--- config.mk ---
export PLATFORM = sky130hd
export DESIGN_NAME = ubh_ctrl
export DESIGN_NICKNAME = d
export VERILOG_FILES = /design/src/sv/ubh_pkg.sv /design/src/sv/ubh_ctrl.sv
export SDC_FILE = /design/constraint.sdc
export NUM_CORES = 1
export LEC_CHECK = 0
export ABC_CLOCK_PERIOD_IN_PS = 1700
export BUFFER_PORTS_ARGS = -buffer_cell sky130_fd_sc_hd__buf_4
export CORE_AREA = 8 8 45 47
export CTS_BUF_LIST = sky130_fd_sc_hd__clkbuf_2
export DETAILED_ROUTE_END_ITERATION = 6
export DIE_AREA = 0 0 53 55
export GPL_TIMING_DRIVEN = 0
export PLACE_DENSITY = 0.47
export SLEW_MARGIN = 20
export SYNTH_ARGS = -nofsm -noshare
export SYNTH_HDL_FRONTEND = slang
export SYNTH_SLANG_ARGS = --single-unit
export TNS_END_PERCENT = 1
--- constraint.sdc ---
create_clock -name i_clk -period 1.7 [get_ports i_clk]
set_clock_uncertainty 0.2 [all_clocks]
set_input_delay 0.17 -clock i_clk [delete_from_list [all_inputs] [get_ports i_clk]]
set_output_delay 0.17 -clock i_clk [all_outputs]
set_load 0.005 [all_outputs]
--- src/sv/ubh_pkg.sv ---
// Shared types and constants of the uniform bin histogram
`default_nettype none

package ubh_pkg;

    localparam int MAX_BINS     = 256;
    localparam int COUNT_W      = 32;
    localparam int BIN_W        = $clog2(MAX_BINS);
    localparam int DATA_W       = 32;
    localparam int BINS_CFG_W   = 9;
    localparam int BNUM_W       = 8;
    localparam int PROD_W       = 64;
    localparam int IDX_W        = PROD_W - 16;
    localparam int DEFAULT_BINS = 200;
    localparam logic [PROD_W-1:0] HALF_Q16 = PROD_W'(32'h0000_8000);

    localparam int S_TDATA_W = 72;
    localparam int M_TDATA_W = 40;
    localparam int CFG_ADDR_W = 2;

    typedef enum logic [1:0] {
        KIND_SAMPLE = 2'd0,
        KIND_READ   = 2'd1,
        KIND_ADD    = 2'd2,
        KIND_CLEAR  = 2'd3
    } t_kind;

    typedef enum logic [CFG_ADDR_W-1:0] {
        CFG_RANGE_LOW  = 2'd0,
        CFG_RANGE_HIGH = 2'd1,
        CFG_BINS       = 2'd2,
        CFG_SCALE      = 2'd3
    } t_cfg_addr;

    typedef enum logic [2:0] {
        ST_IDLE,
        ST_RANGE,
        ST_MULT,
        ST_INDEX,
        ST_READ,
        ST_DONE
    } t_state;

    typedef struct packed {
        logic load;
        logic range_en;
        logic mult_en;
        logic index_en;
        logic read_en;
        logic finish;
    } t_dp_cmd;

    typedef struct packed {
        logic in_sample;
        logic out_free;
    } t_dp_sts;

endpackage

`default_nettype wire

--- src/sv/ubh_ctrl.sv ---
// Sequencer of the uniform bin histogram
`default_nettype none

module ubh_ctrl import ubh_pkg::*; (
    input  wire logic    i_clk,
    input  wire logic    i_rst_n,
    input  wire logic    i_s_axis_tvalid,
    output logic         o_s_axis_tready,
    input  wire t_dp_sts i_sts,
    output t_dp_cmd      o_cmd
);

    t_state r_state;
    t_state n_state;

    always_ff @(posedge i_clk) begin
        if (!i_rst_n) begin
            r_state <= ST_IDLE;
        end else begin
            r_state <= n_state;
        end
    end

    always_comb begin
        n_state = r_state;
        o_cmd   = '0;
        case (r_state)
            ST_IDLE: begin
                if (i_s_axis_tvalid) begin
                    o_cmd.load = 1'b1;
                    n_state    = i_sts.in_sample ? ST_RANGE : ST_READ;
                end
            end
            ST_RANGE: begin
                o_cmd.range_en = 1'b1;
                n_state        = ST_MULT;
            end
            ST_MULT: begin
                o_cmd.mult_en = 1'b1;
                n_state       = ST_INDEX;
            end
            ST_INDEX: begin
                o_cmd.index_en = 1'b1;
                n_state        = ST_READ;
            end
            ST_READ: begin
                o_cmd.read_en = 1'b1;
                n_state       = ST_DONE;
            end
            ST_DONE: begin
                if (i_sts.out_free) begin
                    o_cmd.finish = 1'b1;
                    n_state      = ST_IDLE;
                end
            end
            default: begin
                n_state = ST_IDLE;
            end
        endcase
    end

    assign o_s_axis_tready = (r_state == ST_IDLE);

endmodule

`default_nettype wire

Word level (Yosys, flattened, before mapping)
Index checks and enable logic that the tools add are counted.
{ "totals": {"register_bits": 3} }
{ "classes": {"eq_ne": 7, "muxes": 12, "reduce_logical": 2} }
{ "op_table": {"columns": ["cell", "count"], "rows": [
  ["3-bit one-hot mux with 6 select lines", 1],
  ["3-bit 2-to-1 mux", 3],
  ["1-bit 2-to-1 mux", 8],
  ["3-bit by 2-bit equality test with 1-bit output, second input constant", 2],
  ["3-bit equality test, second input constant", 2],
  ["2-bit inequality test, second input constant", 2],
  ["3-bit by 1-bit equality test with 1-bit output, second input constant", 1],
  ["3-bit logical NOT", 1],
  ["2-bit AND reduction", 1]
]} }

Logic depth before layout (Yosys ltp)
{ "logic_depth": {"word_depth": 3, "depth_mapped": 4} }

Worst setup path after synthesis
OpenSTA, ideal clock, no wires.
{ "synth_path": {"path_type": "reg-to-reg", "start": "reg r_state[0]", "end": "reg r_state[0]", "setup_time_ns": 0.130, "t_arrival_ns": 0.888, "setup_slack_ns": 0.482, "stages_incl_launch_ff": 5, "path_buffers": 1, "period_less_slack_ns": 1.218, "cell_sequence": "dfxtp_1 -> buf_6 -> nor2b_4 -> a2111oi_4 -> a211oi_1"} }
{ "synth_between": {"elab_chain_cells": 3} }
{ "synth_rtl": {"columns": ["element", "line", "source"], "rows": [
  ["from (decl)", "ubh_ctrl.sv:13", "t_state r_state;"],
  ["from (signal assigned)", "ubh_ctrl.sv:20", "r_state <= n_state;"],
  ["3-bit equality test or 3-bit logical NOT (tied branches)", "ubh_ctrl.sv:27", "case (r_state)"],
  ["2-bit inequality test (no source line)", null, null],
  ["2-bit AND reduction (no source line)", null, null]
]} }
Several ways; a longest one is shown, not always the timed one.
A chain may end at the register's enable or synchronous reset.

==> impl_metrics.ini <==
[worst_setup_path]
worst_setup_path_start_kind = flip-flop
r2r-start = r_state[0]
worstRegToRegCells = 4
cp_data_required_time_ns = 1.33
rrSetupSlack_ns = 0.45
crit_path_end = o_cmd[2]
worst-setup-path-type = reg2out
critPathCaptureType = output pin
worstSetupStartpoint = r_state[2]
cp_max_fo = 7
critPathArrivalTime_ns = 1.17
r2r_end = r_state[0]

[clock_tree]
root_buffer = clkbuf_2
clk_latency_ns = 0.20
post_cts_resized = 0
cts_tree = built
postCtsSetupRepairBufs = 0
cts_buffers = 3
cts.sink_count = 3
cts.htree.levels = 1
cts.clk_slew.worst_paths_ns = 0.04
clockBufferDepth = 2
hold_buffers = 0

[synthesis]
ys_seq_area_share_pct = 25.0
yosys-top-cells-area = dfxtp_1, a2111oi_4, nor2b_4
synth_edf_count = 0
ys_types = 21
synth_fp_nets = 32
syn-cell-area_um2 = 240
synth_seq_cells = 3
yosysMostFrequentCell = dfxtp_1
synth-async-reset-ratio_pct = 0
ys.flop_type = dfxtp_1
yosys_warnings = 0
synth_area_leader_cell = dfxtp_1
syn_avg_cell_area_um2 = 8.90
synth_common_cells = dfxtp_1, and3_1, inv_1, nand2_1, nor3_1
synth.top_cell.area_share_pct = 25.0
synth_cells = 27

[sta]
period_share_pct = 90.4
finalSetupViolations = 0
fmax_ghz = 0.651
setup_tns_ns = 0
tightest_slew_ns = 0.282
fin_crit_ns = 1.54
hold_violations = 0
relSlewSlack_pct = 81.2
rsz0062_at_grt = no
setup_slack_ns = 0.163
drv_slew = 0

[global_route]
grt_usage_pct = 4.43
grt_pass1_wl_um = 903
antenna_found_initial = 0
grt_pass1_vias = 220
grt_max_degree = 11
grt_overflow_total = 0

[cells_and_area]
layout.nets = 48
largest_reg_flops = 3
final_core_util_pct = 26.2
reg.largest.list = r_state (3)
largest_register = r_state
antenna_cells = 0
finalInstanceArea_um2 = 363
drive_gt1_share_pct = 50.0
syn_to_final_growth_pct = 51.0

[route]
drcViolationCount = 0
num_vias = 230
avgRoutedWirePerCell_um = 9.64
via_per_inst = 3.97
dr.pass1.iters = 4
finalWirelength_um = 559
drt_iter0_markers = 3
ant_nets = 0

[floorplan]
num_io_pins = 12
fp.dieH_um = 55
core_um2 = 1380
dieArea_um2 = 2920
start_util_pct = 17.4
row_count = 14
die_w_um = 53

[outcome]
outcome = finished clean

[power_and_ir_drop]
finalPower_uw = 512
leakagePower_nw = 0.181
vdd_ir_drop_max_v = 0.000483
power.density_nw_per_um2 = 1410

[placement]
port_buffers = 11
gp_congestion = 0.670
dp_hpwl_um = 447
placed_area_um2 = 343
post-place-ws_ns = 0.372

[worst_hold_path]
hold_path_class = in2reg

[run]
maxCapViolations = 0
## cell usage in the layout (no fill, tap or decap)
cell type / instances
buf_4: 11
clkbuf_2: 4
dfxtp_1: 3
inv_1: 2
nor3_1: 2
and3_1: 2
nand2_1: 2
buf_2: 1
buf_6: 1
and3_2: 1
nor3_2: 1
or2b_1: 1
nor2_1: 1
and2_1: 1
nand2b_1: 1
a21oi_1: 1
and2b_1: 1
o311a_1: 1
nor2b_4: 1
a2111oi_4: 1
o21ai_1: 1
a211oi_1: 1
xor2_1: 1
## worst max-delay path, stage by stage, from the launching register on
cell and delay [ns]:
dfxtp_1 0.47, inv_1 0.14, and3_2 0.23, buf_4 0.13
## metal layers
layer / global-route usage [%] / vias to the layer above / part of all wire (%)
li1: - / 124 / -
met1: 4.41 / 97 / 42
met2: 5.86 / 9 / 45
met3: 5.08 / 0 / 13
met4: 1.29 / 0 / 0
met5: 0 / - / 0
## worst min-delay path by stage
stage | startpoint | end | slack, ns | cells past startpoint
after floorplan | i_rst_n | r_state[2] | 0.10 | 1
after global placement | i_rst_n | r_state[1] | 0.23 | 2
after detailed placement | i_rst_n | r_state[1] | 0.24 | 2
after CTS | i_rst_n | r_state[2] | 0.02 | 2
after global routing | i_rst_n | r_state[2] | 0.01 | 2
final | i_rst_n | r_state[2] | 0.03 | 2
## where the power goes
group | internal (mW) | switching, mW | total, mW
logic | 0.167 | 0.125 | 0.292
clock network | 0.0620 | 0.0356 | 0.0977
registers | 0.0954 | 0.0267 | 0.122
total | 0.324 | 0.187 | 0.512
## per-stage QoR
stage          hold slack (ns)  cells
2_1_floorplan            0.101     27
4_1_cts                 0.0190     58
3_3_place_gp             0.232     54
6_report                0.0266     58
3_5_place_dp             0.235     54
5_1_grt                0.00965     58
## cell type report
| class | count | area [µm²] |
|---|---|---|
| inverters | 2 | 7.51 |
| repair buffers | 11 | 82.6 |
| well taps | 16 | 20.0 |
| multi-input cells | 20 | 156 |
| clock buffers | 4 | 20.0 |
| plain buffers | 2 | 16.3 |
| flip-flops and latches | 3 | 60.1 |
| fillers | 154 | 1020 |
## cell families (layout without fill, tap and decap cells)
| family | Yosys count | after routing | share of synthesized area (%) |
|---|---|---|---|
| AOI/OAI and AO/OA | 5 | 5 | 22.9 |
| buffers and inverters | 4 | 19 | 9.89 |
| and+or+nand+nor | 14 | 14 | 38.5 |
| xor gates and xnor gates | 1 | 1 | 3.65 |
| DFF | 3 | 3 | 25.0 |
No activity file was read; power rests on OpenSTA's default activity.
